File: src/fcrq_pkg.sv
package fcrq_pkg;

   localparam int QUEUE_DEPTH = 8;
   localparam int CNT_W = $clog2(QUEUE_DEPTH + 1);
   localparam logic [7:0] TIMEOUT_RESET = 8'd100;

   typedef enum logic [1:0] {
      MODE_BYTE = 2'd0,
      MODE_TICK = 2'd1,
      MODE_POP  = 2'd2,
      MODE_NONE = 2'd3
   } mode_type;

   typedef enum logic [1:0] {
      LEVEL_EMPTY     = 2'd0,
      LEVEL_NORMAL    = 2'd1,
      LEVEL_OVER_HALF = 2'd2,
      LEVEL_FULL      = 2'd3
   } level_type;

   typedef struct packed {
      logic        null_flag;
      logic [15:0] sequence_num;
      logic [7:0]  command;
   } entry_type;

   // per-cell control: shift toward the head, or load a new entry here
   typedef struct packed {
      logic shift;
      logic load;
   } cell_ctrl_type;

   function automatic level_type level_of(input logic [CNT_W-1:0] count);
      level_type lvl;
      if (count == '0) begin
         lvl = LEVEL_EMPTY;
      end else if (count <= CNT_W'(QUEUE_DEPTH / 2)) begin
         lvl = LEVEL_NORMAL;
      end else if (count < CNT_W'(QUEUE_DEPTH)) begin
         lvl = LEVEL_OVER_HALF;
      end else begin
         lvl = LEVEL_FULL;
      end
      return lvl;
   endfunction

endpackage

File: src/fcrq_cell.sv
module fcrq_cell
   import fcrq_pkg::*;
(
   input  logic          clock,
   input  cell_ctrl_type ctrl,
   input  entry_type     load_data,
   input  entry_type     next_data,
   output entry_type     data
);

   entry_type data_ff;
   entry_type data_in;

   always_comb begin
      data_in = data_ff;
      if (ctrl.shift) begin
         data_in = next_data;
      end else if (ctrl.load) begin
         data_in = load_data;
      end
   end

   always_ff @(posedge clock) begin
      data_ff <= data_in;
   end

   assign data = data_ff;

endmodule

File: src/fcrq_chain.sv
module fcrq_chain
   import fcrq_pkg::*;
(
   input  logic             clock,
   input  logic             push,
   input  logic             pop,
   input  logic [CNT_W-1:0] fill_count,
   input  entry_type        push_data,
   output entry_type        head
);

   entry_type entries [QUEUE_DEPTH];

   // cell 0 holds the oldest entry; a pop moves every cell one step toward it
   for (genvar i = 0; i < QUEUE_DEPTH; i++) begin : g_cell
      cell_ctrl_type ctrl;
      entry_type     next_data;

      assign ctrl.shift = pop;
      assign ctrl.load  = push && (fill_count == CNT_W'(i));

      if (i == QUEUE_DEPTH - 1) begin : g_tail
         assign next_data = entries[i];
      end else begin : g_body
         assign next_data = entries[i + 1];
      end

      fcrq_cell u_cell (
         .clock     (clock),
         .ctrl      (ctrl),
         .load_data (push_data),
         .next_data (next_data),
         .data      (entries[i])
      );
   end

   assign head = entries[0];

endmodule

File: src/framed_command_receive_queue_unit.sv
// Framed command receive queue.
// req channel: one item per transfer, req_mode selects received byte (0),
//   timer tick (1), pop of the oldest command (2) or no operation (3);
//   req_rx_byte carries the UART byte for mode 0.
// rsp channel: exactly one result per request, in the cycle after the request
//   transfer, held in an output register until rsp_ready takes it.
// csr channel: writes timeout_reload (ticks allowed between the zero sync
//   byte and the command byte); always ready. Write only while idle.
// Throughput: one request per cycle while results are taken. req_ready is
//   high while the output register is empty or being drained in the same
//   cycle, so a stalled receiver holds back at most one result and then
//   stalls the sender.
// Storage: a row of QUEUE_DEPTH entry cells; a push loads the cell at the
//   fill count, a pop shifts every cell one step toward the head.
// Reset (synchronous): idle, timeout 0, queue empty, sequence 0,
//   timeout_reload 100, no result pending. Cell contents are not cleared.
module framed_command_receive_queue_unit
   import fcrq_pkg::*;
(
   input  logic        clock,
   input  logic        reset,
   input  logic        req_valid,
   output logic        req_ready,
   input  logic [1:0]  req_mode,
   input  logic [7:0]  req_rx_byte,
   output logic        rsp_valid,
   input  logic        rsp_ready,
   output logic [1:0]  rsp_queue_level,
   output logic        rsp_pop_valid,
   output logic        rsp_pop_empty_error,
   output logic [7:0]  rsp_out_command,
   output logic [15:0] rsp_out_sequence,
   output logic        rsp_out_null_flag,
   output logic        rsp_framing_error,
   output logic        rsp_dropped_full,
   input  logic        csr_valid,
   output logic        csr_ready,
   input  logic [7:0]  csr_timeout_reload
);

   // control state
   logic [7:0]       reload_ff, reload_in;
   logic             armed_ff, armed_in;
   logic [7:0]       timeout_ff, timeout_in;
   logic [CNT_W-1:0] fill_count_ff, fill_count_in;
   logic [15:0]      sequence_ff, sequence_in;
   logic             rsp_valid_ff, rsp_valid_in;

   // result payload
   logic [1:0]  level_ff, level_in;
   logic        pop_valid_ff, pop_valid_in;
   logic        pop_empty_ff, pop_empty_in;
   entry_type   popped_ff, popped_in;
   logic        framing_ff, framing_in;
   logic        dropped_ff, dropped_in;

   logic        req_accept;
   logic        push;
   logic        pop;
   logic        queue_full;
   entry_type   push_data;
   entry_type   head;

   assign req_ready  = !rsp_valid_ff || rsp_ready;
   assign req_accept = req_valid && req_ready;
   assign csr_ready  = 1'b1;
   assign queue_full = (fill_count_ff == CNT_W'(QUEUE_DEPTH));

   assign push_data.command      = req_rx_byte;
   assign push_data.sequence_num = sequence_ff;
   assign push_data.null_flag    = (req_rx_byte == 8'd0);

   always_comb begin
      reload_in     = reload_ff;
      armed_in      = armed_ff;
      timeout_in    = timeout_ff;
      fill_count_in = fill_count_ff;
      sequence_in   = sequence_ff;
      push          = 1'b0;
      pop           = 1'b0;
      pop_valid_in  = 1'b0;
      pop_empty_in  = 1'b0;
      framing_in    = 1'b0;
      dropped_in    = 1'b0;
      popped_in     = '0;

      if (csr_valid && csr_ready) begin
         reload_in = csr_timeout_reload;
      end

      if (req_accept) begin
         unique case (mode_type'(req_mode))
            MODE_BYTE: begin
               if (armed_ff) begin
                  // take the byte as the command; drop it when there is no room
                  if (queue_full) begin
                     dropped_in = 1'b1;
                  end else begin
                     push          = 1'b1;
                     sequence_in   = sequence_ff + 16'd1;
                     fill_count_in = fill_count_ff + CNT_W'(1);
                  end
                  armed_in = 1'b0;
               end else if (req_rx_byte == 8'd0) begin
                  armed_in   = 1'b1;
                  timeout_in = reload_ff;
               end else begin
                  framing_in = 1'b1;
               end
            end
            MODE_TICK: begin
               if (armed_ff) begin
                  if (timeout_ff != 8'd0) begin
                     timeout_in = timeout_ff - 8'd1;
                  end else begin
                     armed_in = 1'b0;
                  end
               end
            end
            MODE_POP: begin
               if (fill_count_ff == '0) begin
                  pop_empty_in = 1'b1;
               end else begin
                  pop           = 1'b1;
                  pop_valid_in  = 1'b1;
                  popped_in     = head;
                  fill_count_in = fill_count_ff - CNT_W'(1);
               end
            end
            MODE_NONE: begin
            end
            default: begin
            end
         endcase
      end

      level_in = level_of(fill_count_in);

      // hold the result until taken; load a new one on each request transfer
      rsp_valid_in = rsp_valid_ff;
      if (req_accept) begin
         rsp_valid_in = 1'b1;
      end else if (rsp_ready) begin
         rsp_valid_in = 1'b0;
      end
   end

   fcrq_chain u_chain (
      .clock      (clock),
      .push       (push),
      .pop        (pop),
      .fill_count (fill_count_ff),
      .push_data  (push_data),
      .head       (head)
   );

   always_ff @(posedge clock) begin
      if (reset) begin
         reload_ff     <= TIMEOUT_RESET;
         armed_ff      <= 1'b0;
         timeout_ff    <= 8'd0;
         fill_count_ff <= '0;
         sequence_ff   <= 16'd0;
         rsp_valid_ff  <= 1'b0;
      end else begin
         reload_ff     <= reload_in;
         armed_ff      <= armed_in;
         timeout_ff    <= timeout_in;
         fill_count_ff <= fill_count_in;
         sequence_ff   <= sequence_in;
         rsp_valid_ff  <= rsp_valid_in;
      end
   end

   always_ff @(posedge clock) begin
      if (req_accept) begin
         level_ff     <= level_in;
         pop_valid_ff <= pop_valid_in;
         pop_empty_ff <= pop_empty_in;
         popped_ff    <= popped_in;
         framing_ff   <= framing_in;
         dropped_ff   <= dropped_in;
      end
   end

   assign rsp_valid           = rsp_valid_ff;
   assign rsp_queue_level     = level_ff;
   assign rsp_pop_valid       = pop_valid_ff;
   assign rsp_pop_empty_error = pop_empty_ff;
   assign rsp_out_command     = popped_ff.command;
   assign rsp_out_sequence    = popped_ff.sequence_num;
   assign rsp_out_null_flag   = popped_ff.null_flag;
   assign rsp_framing_error   = framing_ff;
   assign rsp_dropped_full    = dropped_ff;

`ifndef NO_ASSERTIONS
   a_fill_bound: assert property (@(posedge clock) disable iff (reset)
      fill_count_ff <= CNT_W'(QUEUE_DEPTH))
      else $error("fill count exceeds queue depth");

   a_pop_flags: assert property (@(posedge clock) disable iff (reset)
      rsp_valid |-> !(rsp_pop_valid && rsp_pop_empty_error))
      else $error("pop reported both valid and empty");

   a_drop_full: assert property (@(posedge clock) disable iff (reset)
      (rsp_valid && rsp_dropped_full) |-> (rsp_queue_level == LEVEL_FULL))
      else $error("command dropped while queue not full");

   a_pop_count: assert property (@(posedge clock) disable iff (reset)
      (req_accept && (req_mode == MODE_POP) && (fill_count_ff != '0))
      |=> (fill_count_ff == $past(fill_count_ff) - CNT_W'(1)))
      else $error("pop did not remove one entry");
`endif

endmodule
File: config.mk
export PLATFORM = sky130hd
export DESIGN_NAME = framed_command_receive_queue_unit
export DESIGN_NICKNAME = d
export VERILOG_FILES = /design/src/fcrq_pkg.sv /design/src/fcrq_cell.sv /design/src/fcrq_chain.sv /design/src/framed_command_receive_queue_unit.sv
export SDC_FILE = /design/constraint.sdc
export NUM_CORES = 1
export LEC_CHECK = 0
export BUFFER_PORTS_ARGS = -buffer_cell sky130_fd_sc_hd__buf_2
export CAP_MARGIN = 20
export CORE_UTILIZATION = 65
export DETAILED_ROUTE_END_ITERATION = 16
export PLACE_DENSITY_LB_ADDON = 0.08
export SETUP_SLACK_MARGIN = 0.2
export SYNTH_ARGS = -nofsm -noshare
export SYNTH_HDL_FRONTEND = slang
export SYNTH_SLANG_ARGS = --single-unit
File: constraint.sdc
create_clock -name clock -period 9.5 [get_ports clock]
set_input_delay 0.95 -clock clock [delete_from_list [all_inputs] [get_ports clock]]
set_output_delay 0.95 -clock clock [all_outputs]
set_load 0.005 [all_outputs]
# Word level (Yosys, flattened, before mapping)
# Cells that the tools add are included.
# classes
add_sub_neg,4
magnitude_cmp,2
eq_ne,14
n_mux,43
bitwise_logic,4
n_reduce_logical,33
# ops
op,n
$mux 25,14
$mux 8,4
$mux 1,18
$reduce_bool 2->1,9
$add 16x1->16 const B,1
$eq 4x3->1 const B,4
$mux 4,4
$pmux 8 s2,1
$logic_and 1x1->1,9
$eq 4x2->1 const B,2
$logic_not 4->1,2
$logic_not 8->1,1
$pmux 4 s2,1
$reduce_bool 8->1,1
$sub 8x1->8 const B,1
$ne 2x2->1 const B,3
$reduce_and 2->1,3
$reduce_and 6->1,1
$reduce_or 2->1,3
$add 4x1->4 const B,1
$eq 4x1->1 const B,1
$eq 4x4->1 const B,1
$le 4x3->1 const B,1
$lt 4x4->1 const B,1
other kinds (10),13
# totals
register_bits,269
output_inout_bits,34

# Longest topological paths before layout
# Gate-level depths: netlist (run 1).
# depth
word_depth,8
mapped_depth,9
ltp_nobuf,8

# Hierarchy
# From an unflattened synthesis (run 1), not the netlist that was laid out.
# unflattened
cells_unflattened,753
area_unflattened_um2,12498.2
# modules_own_cells
mod,instances,cells_each,area_each_um2
fcrq_cell,8,54,1161.1
framed_command_receive_queue_unit,1,308,3136.8
fcrq_chain,1,13,72.6

# Least setup slack after synthesis (run 1)
# Ideal clock, no wire load.
# synth_path
path_type,input to register
start,input port rsp_ready
end,register u_chain.g_cell[0].u_cell.data_ff (netlist bit u_chain.g_cell[0].u_cell.data[0]) (enable)
setup_ns,0.442
t_arrival_ns,3.974
t_required_ns,9.058
setup_slack_ns,5.084
path_stages,6
path_cell_list,nor2b_1 -> inv_1 -> nand2_1 -> inv_1 -> nand3_1 -> o21ai_0
# synth_between
elab_chain_len,5
word_cells_on_any_way,6
cone_classes,2 x mux; 4 x reduce/logical
# synth_lines
item,line,text
start: declaration,framed_command_receive_queue_unit.sv:27,"input logic rsp_ready,"
$logic_or 1x1->1 (*),framed_command_receive_queue_unit.sv:64,assign req_ready = !rsp_valid_ff || rsp_ready;
named net req_ready,framed_command_receive_queue_unit.sv:23,"output logic req_ready,"
$logic_and 1x1->1 (*),framed_command_receive_queue_unit.sv:65,assign req_accept = req_valid && req_ready;
named net req_accept,framed_command_receive_queue_unit.sv:57,logic req_accept;
$mux 1,framed_command_receive_queue_unit.sv:91,if (req_accept) begin
$logic_and 1x1->1,fcrq_chain.sv:20,assign ctrl.load = push && (fill_count == CNT_W'(i));
$reduce_bool 2->1 (no line) (*),-,
end signal: assignment,fcrq_cell.sv:24,data_ff <= data_in;
end: declaration,fcrq_cell.sv:11,entry_type data_ff;
# Mark *: on every way through the listed nets, which the timed path passes. The rest lies on a longest branch.
# A chain may end at the register's enable or synchronous reset.

# Final worst setup path (run 1)
# layout_path
start,register fill_count_ff[0]
end,register u_chain.g_cell[7].u_cell.data_ff (netlist bit u_chain.g_cell[7].u_cell.data[19]) (enable)
# layout_between
elab_chain_len,7
word_cells_on_any_way,13
cone_classes,2 x eq/ne; 7 x mux; 1 x bitwise; 3 x reduce/logical
# layout_lines
item,line,text
start: declaration,framed_command_receive_queue_unit.sv:45,"logic [CNT_W-1:0] fill_count_ff, fill_count_in;"
start signal: assignment,framed_command_receive_queue_unit.sv:169,fill_count_ff <= fill_count_in;
$eq 4x4->1,framed_command_receive_queue_unit.sv:67,assign queue_full = (fill_count_ff == CNT_W'(QUEUE_DEPTH));
$mux 1,framed_command_receive_queue_unit.sv:96,if (queue_full) begin
$mux 1,framed_command_receive_queue_unit.sv:94,if (armed_ff) begin
$mux 1,framed_command_receive_queue_unit.sv:92,unique case (mode_type'(req_mode))
$mux 1,framed_command_receive_queue_unit.sv:91,
$logic_and 1x1->1,fcrq_chain.sv:20,
$reduce_and 2->1 (no line) (*),-,
end signal: assignment,fcrq_cell.sv:24,
end: declaration,fcrq_cell.sv:11,
# Mark *: on every way between the ends. The rest lies on a longest branch, timed or not.

==> results of run 1 <==
==> critical path, cell delays in order (launching register included) <==
cell,delay [ps]
dfxtp_1,370
inv_1,160
ha_1,250
or3b_2,530
nand2b_1,210
inv_1,360
nand2_1,550
and3_1,930
==> cell usage after synthesis, types with 3 or more instances <==
cell,number
buf_4,4
and2_1,27
nand3_1,16
buf_2,5
nor2b_1,8
a21oi_1,17
and3_1,5
a211o_1,5
nor3_1,8
mux2i_1,6
inv_1,9
a21o_1,10
xnor2_1,4
xor2_1,12
dfxtp_1,38
nand2_1,387
clkbuf_1,27
nand4_1,3
nand2b_1,5
or3_1,3
nor2_1,37
edfxtp_1,231
ha_1,7
o21ai_0,13
a22oi_1,3
==> cells in the final DEF (no fill, tap or decap), drive strengths merged, types with 2 or more instances in the layout <==
cell,instances
nand2,387
edfxtp,231
buf,60
dfxtp,38
nor2,38
clkbuf,32
and2,28
a21oi,17
nand3,16
o21ai,14
xor2,12
a21o,10
clkinv,10
inv,9
nor2b,8
nor3,8
ha,7
mux2i,6
nand2b,5
and3,5
a211o,5
xnor2,4
bufinv,4
or3,3
a22oi,3
nand4,3
nor4,3
or4,2
or2,2
and4,2
clkinvlp,2
or3b,2
==> per-layer routing <==
layer  track usage [%]  routed length, um
met5                 0                  0
met2             41.05               9720
met4             6.085                337
met1             30.46               7707
met3             3.583               1035
==> where the power goes <==
| group | internal (mW) | leakage [nW] | switching (mW) | total (mW) |
|---|---|---|---|---|
| combinational | 0.0194 | 2.12 | 0.0352 | 0.0546 |
| clock | 0.627 | 0.421 | 0.413 | 1.04 |
| sequential | 1.28 | 2.46 | 0.00460 | 1.29 |
==> state kept, by name (all words and copies together), names as in the netlist <==
register / flops
timeout_ff: 8
rsp_pop_empty_error: 1
reload_ff: 8
rsp_pop_valid: 1
armed_ff: 1
sequence_ff: 16
rsp_framing_error: 1
rsp_queue_level: 2
rsp_valid: 1
rsp_dropped_full: 1
rsp_out_sequence: 16
fill_count_ff: 4
rsp_out_null_flag: 1
u_chain.g_cell.u_cell.data: 200
rsp_out_command: 8
==> final cells by class <==
class | instances | area share (%)
flip-flops and latches | 269 | 63.86
multi-input cells | 603 | 23.67
clock buffers | 32 | 5.761
repair buffers | 60 | 2.720
well taps | 216 | 2.242
clock inverters | 16 | 1.474
inverters | 9 | 0.2803
==> per-stage QoR <==
| step | power, mW | hold slack, ps |
|---|---|---|
| global placement | 1.363 | 468.3 |
| floorplan | 1.344 | 449.7 |
| finish | 2.381 | 483.8 |
| detailed placement | 1.366 | 477.4 |
| CTS | 2.396 | 488.4 |
| global route | 2.453 | 501.2 |
==> worst paths after layout <==
path,startpoint,to,slack (ps),cells past startpoint
setup / recovery,fill_count_ff[0]$_SDFF_PP0_,u_chain.g_cell[7].u_cell.data[19]$_DFFE_PP_,5750,7
setup reg to reg,fill_count_ff[0]$_SDFF_PP0_,u_chain.g_cell[7].u_cell.data[19]$_DFFE_PP_,5750,7
hold / removal,timeout_ff[7]$_SDFFE_PP0P_,timeout_ff[7]$_SDFFE_PP0P_,480,2
hold reg to reg,timeout_ff[7]$_SDFFE_PP0P_,timeout_ff[7]$_SDFFE_PP0P_,480,2
==> cells by family (layout without fill, tap and decap cells) <==
family,after synthesis,in the layout,share of synthesized area (%)
buffers and inverters,47,117,1.841
xor gates and xnor gates,16,16,1.305
other,1,1,0.03493
and+or+nand+nor,515,515,20.27
AOI/OAI and AO/OA,58,58,3.484
DFF,269,269,71.69
adders and majority gates,7,7,0.8157
muxes,6,6,0.5594
==> results.ini, run 1 <==
[final_layout]
layout.cells.non_filler = 1205
antenna_cells = 0
areaGrowthSynthToFinish_pct = 12.27
finalNetCount = 1000
layout.filler_cells = 1045
postLayoutCoreUtil_pct = 75.34
finalInstanceArea_um2 = 12050
final-seq-area_um2 = 7697
area_of_combinational_cells_with_multiple_inputs_um2 = 2853
final_layout_size_suffix_gt1_share_pct = 10.72

[floorplan]
die_y_um = 130.5
initial_utilization_pct = 67.10
core-area_um2 = 16000
die_span_x_um = 130.5
design.portCount = 57
design.die.area_um2 = 17040
rows = 46

[sta]
setup_violations = 0
post-route-min-period_ps = 3747
tns_ps = 0
grt_setup_unrepaired = no
post-route-worst-setup-slack_ps = 5753
final_hold_viol_count = 0
maxSlewHeadroom_pct = 29.81
final.period_utilization_pct = 39.44
timing_max_transition_violations_final = 0
max_slew.worst_pin.slew_ps = 1045
clock_skew_ps = 7.961
fmaxAchievable_mhz = 266.9

[placed_design]
placedCellCount = 1156
gp_congestion = 0.9486
placement.io_buffers = 55
dp_worst_setup_slack_ps = 5093
place.detailed.hpwl_mm = 12.16
placement.cell_area_um2 = 11170

[global_routing]
grt_pass1_wl_mm = 30.84
initial_antenna_violation_count = 0
global_route.overflow_total = 0
via_count_of_the_first_global_routing_pass = 6428
groute.usage.overall_pct = 23.32
grt_start_max_net_pins = 107

[cts]
cts_repair_resize_count = 0
cts_setup_buffers = 0
h-tree-depth = 1
hold_buffers = 0
cts_buffer_depth = 3
tritoncts.num_buffers = 27
clkSinkCount = 269
tritoncts = done
root_buffer = clkbuf_16
clk_lat_worst_skew_ps = 510
path_clk_slew_ps = 60

[critical_path]
critPathLaunchType = flop
worst_setup_path_end_kind = flop
worstSetupPathType = flop to flop
cp.arrival_ps = 3880
crit_required_ps = 9630
path_max_fanout = 28

[logic_synthesis]
synth-edff-count = 231
synth_async_sr_flop_share_pct = 0
syn_inst = 919
synth_area_um2 = 10740
ys.flop_type = edfxtp_1
post_synth_main_area_contributors = edfxtp_1, nand2_1, dfxtp_1, and2_1, nor2_1
seq_area_frac_synth_pct = 71.69
synth.avg_cell_area_um2 = 11.68
ys_types = 49
synth_top_area_cell = edfxtp_1
ys.warnings.count = 0
synth.top_cell.area_share_pct = 64.61
synth.ff_latch_count = 269
syn-num-nets = 949

[routing]
routed_via_density = 5.505
total_number_of_vias = 6633
detailedRoute.firstPassIterationCount = 5
routed_wire_length_per_instance_um = 15.60
drt_wl_total_mm = 18.80
route.detailed.drc = 0
detailedRoute.firstIterationViolations = 601
route.antenna.remaining_nets = 0

[power]
powerDensity_nw_per_um2 = 197.5
vdd_drop_max_uv = 148.1
static_leakage_nw = 4.994

[worst_hold_path]
hold_class = flop to flop

[run_status]
outcome = completed

[run]
maxCapViolations = 0

Power figures use the tool's default switching activity.
==> inputs of run 2 (changes only) <==
--- a/config.mk
+++ b/config.mk
@@ -7,7 +7,7 @@
 export LEC_CHECK = 0
 export BUFFER_PORTS_ARGS = -buffer_cell sky130_fd_sc_hd__buf_2
 export CAP_MARGIN = 20
-export CORE_UTILIZATION = 65
+export CORE_UTILIZATION = 61
 export DETAILED_ROUTE_END_ITERATION = 16
 export PLACE_DENSITY_LB_ADDON = 0.08
 export SETUP_SLACK_MARGIN = 0.2
==> constraint.sdc (replaced) <==
create_clock -name clock -period 3.6 [get_ports clock]
set_input_delay 0.36 -clock clock [delete_from_list [all_inputs] [get_ports clock]]
set_output_delay 0.36 -clock clock [all_outputs]
set_load 0.005 [all_outputs]
==> run 2 against run 1 <==
Critical path depth increased by 1. Register-to-register slack got worse by 4800 ps. Worst hold slack got worse by 450 ps. First-iteration DRC count decreased by 14%. Die area increased by 6.5%. Core utilization decreased by 4.9 points.
==> results.ini, run 2 (synthesis gave the netlist of run 1 again) <==
[run_status]
outcome = completed

[critical_path]
cpMostUsedCell = inv_1
critical_path.n_buffers_inverters = 3
r2r.worst_path.cells = 8
worst_path_largest_cell_delay_ps = 530
worst_path_dominant_cell_family = simple AND/OR/NAND/NOR gates
crit_required_ps = 3830
critPathLaunchType = flop
worst_setup_path_end_kind = flop
cp_slowest_cell = or3b_2
path_max_fanout = 16
worst-r2r-setup-slack_ps = 940
cp.arrival_ps = 2890
first_element_of_the_critical_path = fill_count_ff[0]$_SDFF_PP0_
regToRegEndpoint = u_chain.g_cell[7].u_cell.data[21]$_DFFE_PP_
path_cells = inv_1 > ha_1 > or3b_2 > nand2b_1 > inv_1 > nand2_1 > and3_1 > buf_12
worst_r2r_startpoint = fill_count_ff[0]$_SDFF_PP0_
worstSetupPathType = flop to flop
critical_path_depth = 8

[power]
powerDensity_nw_per_um2 = 512.1
internal_power_mw = 5.009
switch_share_pct = 19.47
static_leakage_nw = 5.053
power.net_switching_mw = 1.211
power.combinational.fraction_pct = 2.3
p_clk_share_pct = 43.1
vdd_drop_max_uv = 396.9
share_seq_of_total_power_pct = 54.6

[final_layout]
layout_common_cells = nand2_1, edfxtp_1, buf_2
postLayoutCoreUtil_pct = 70.47
mostFrequentLayoutCell = nand2_1
areaGrowthSynthToFinish_pct = 13.13
antenna_cells = 0
finalNetCount = 1010
largest_register_ffs = 200
final_layout_size_suffix_gt1_share_pct = 11.79

[floorplan]
die_y_um = 134.7
core-area_um2 = 17240
rows = 48
design.portCount = 57
die_span_x_um = 134.7
initial_utilization_pct = 62.29
design.die.area_um2 = 18140

[worst_hold_path]
holdPathStages = 2
hold_class = input port to flop
timing.hold.worst.start = csr_timeout_reload[5]
endpoint_of_the_worst_hold_path = reload_ff[5]$_SDFFE_PP1P_

[cts]
hold_buffers = 0
root_buffer = clkbuf_16
cts_repair_resize_count = 0
path_clk_slew_ps = 60
tritoncts.num_buffers = 27
h-tree-depth = 1
tritoncts = done
cts_setup_buffers = 0
cts_buffer_depth = 3
clk_lat_worst_skew_ps = 530
clkSinkCount = 269

[routing]
drt_wl_total_mm = 18.22
dr_wl_met2_mm = 9.219
route.detailed.drc = 0
route.top_layer_used = met4
detailedRoute.firstPassIterationCount = 5
met3RoutedLength_um = 847
detailedRoute.firstIterationViolations = 519
route.layer.met1.wl_mm = 7.768
total_number_of_vias = 6661
routed_wire_length_per_instance_um = 14.86
route.antenna.remaining_nets = 0
routed_via_density = 5.433

[placed_design]
placement.io_buffers = 55
place.detailed.hpwl_mm = 11.97
gp_congestion = 0.8283
dp_worst_setup_slack_ps = 910.3

[sta]
fmaxAchievable_mhz = 376.3
max_slew.worst_pin.slew_ps = 676.0
setup_violations = 0
timing.hold.ws_ps = 34.51
timing_max_transition_violations_final = 0
clock_skew_ps = 19.43
tns_ps = 0
post-route-worst-setup-slack_ps = 942.3
post-route-min-period_ps = 2658
final_hold_viol_count = 0
maxSlewHeadroom_pct = 54.93
final.period_utilization_pct = 73.83
grt_setup_unrepaired = no

[global_routing]
initial_antenna_violation_count = 0
grt_start_max_net_pins = 89
global_route.overflow_total = 0
via_count_of_the_first_global_routing_pass = 6440
grt_pass1_wl_mm = 30.09
groute.usage.overall_pct = 20.84

[run]
maxCapViolations = 0

==> run 2: stage by stage <==
stage	area (um2)	total power, mW	std cells
finish	12150	6.220	1226
global route	12150	6.406	1226
CTS	12150	6.264	1226
detailed placement	11280	3.604	1176
global placement	11280	3.596	1176
floorplan	10740	3.548	919
==> run 2: worst max path at each step <==
stage / to
floorplan: u_chain.g_cell[0].u_cell.data[0]$_DFFE_PP_
detailed placement: u_chain.g_cell[7].u_cell.data[14]$_DFFE_PP_
finish: u_chain.g_cell[7].u_cell.data[21]$_DFFE_PP_
CTS: u_chain.g_cell[7].u_cell.data[21]$_DFFE_PP_
global placement: u_chain.g_cell[7].u_cell.data[12]$_DFFE_PP_
global route: u_chain.g_cell[7].u_cell.data[21]$_DFFE_PP_
==> run 2: power by group through the flow <==
| stage | Sequential, mW | Clock (mW) | Combinational [mW] |
|---|---|---|---|
| after floorplan | 3.46 | 0 | 0.0863 |
| after global placement | 3.46 | 0 | 0.134 |
| after detailed placement | 3.46 | 0 | 0.141 |
| after CTS | 3.40 | 2.72 | 0.142 |
| after global routing | 3.40 | 2.85 | 0.161 |
| final | 3.40 | 2.68 | 0.142 |
==> run 2: layer usage <==
metal  vias up  track usage (%)
li1       3249                -
met1      3183            26.81
met2       196            36.51
met3        33            3.041
met4         0            6.742
met5         -                0
==> run 2: area by class of cell <==
type / count / area [um2]
clock buffers: 37 / 774.5
well taps: 225 / 281.5
flip-flops and latches: 269 / 7697
inverters: 9 / 33.78
repair buffers: 70 / 412.9
clock inverters: 13 / 93.84
fillers: 1158 / 5090
multi-input cells: 603 / 2853
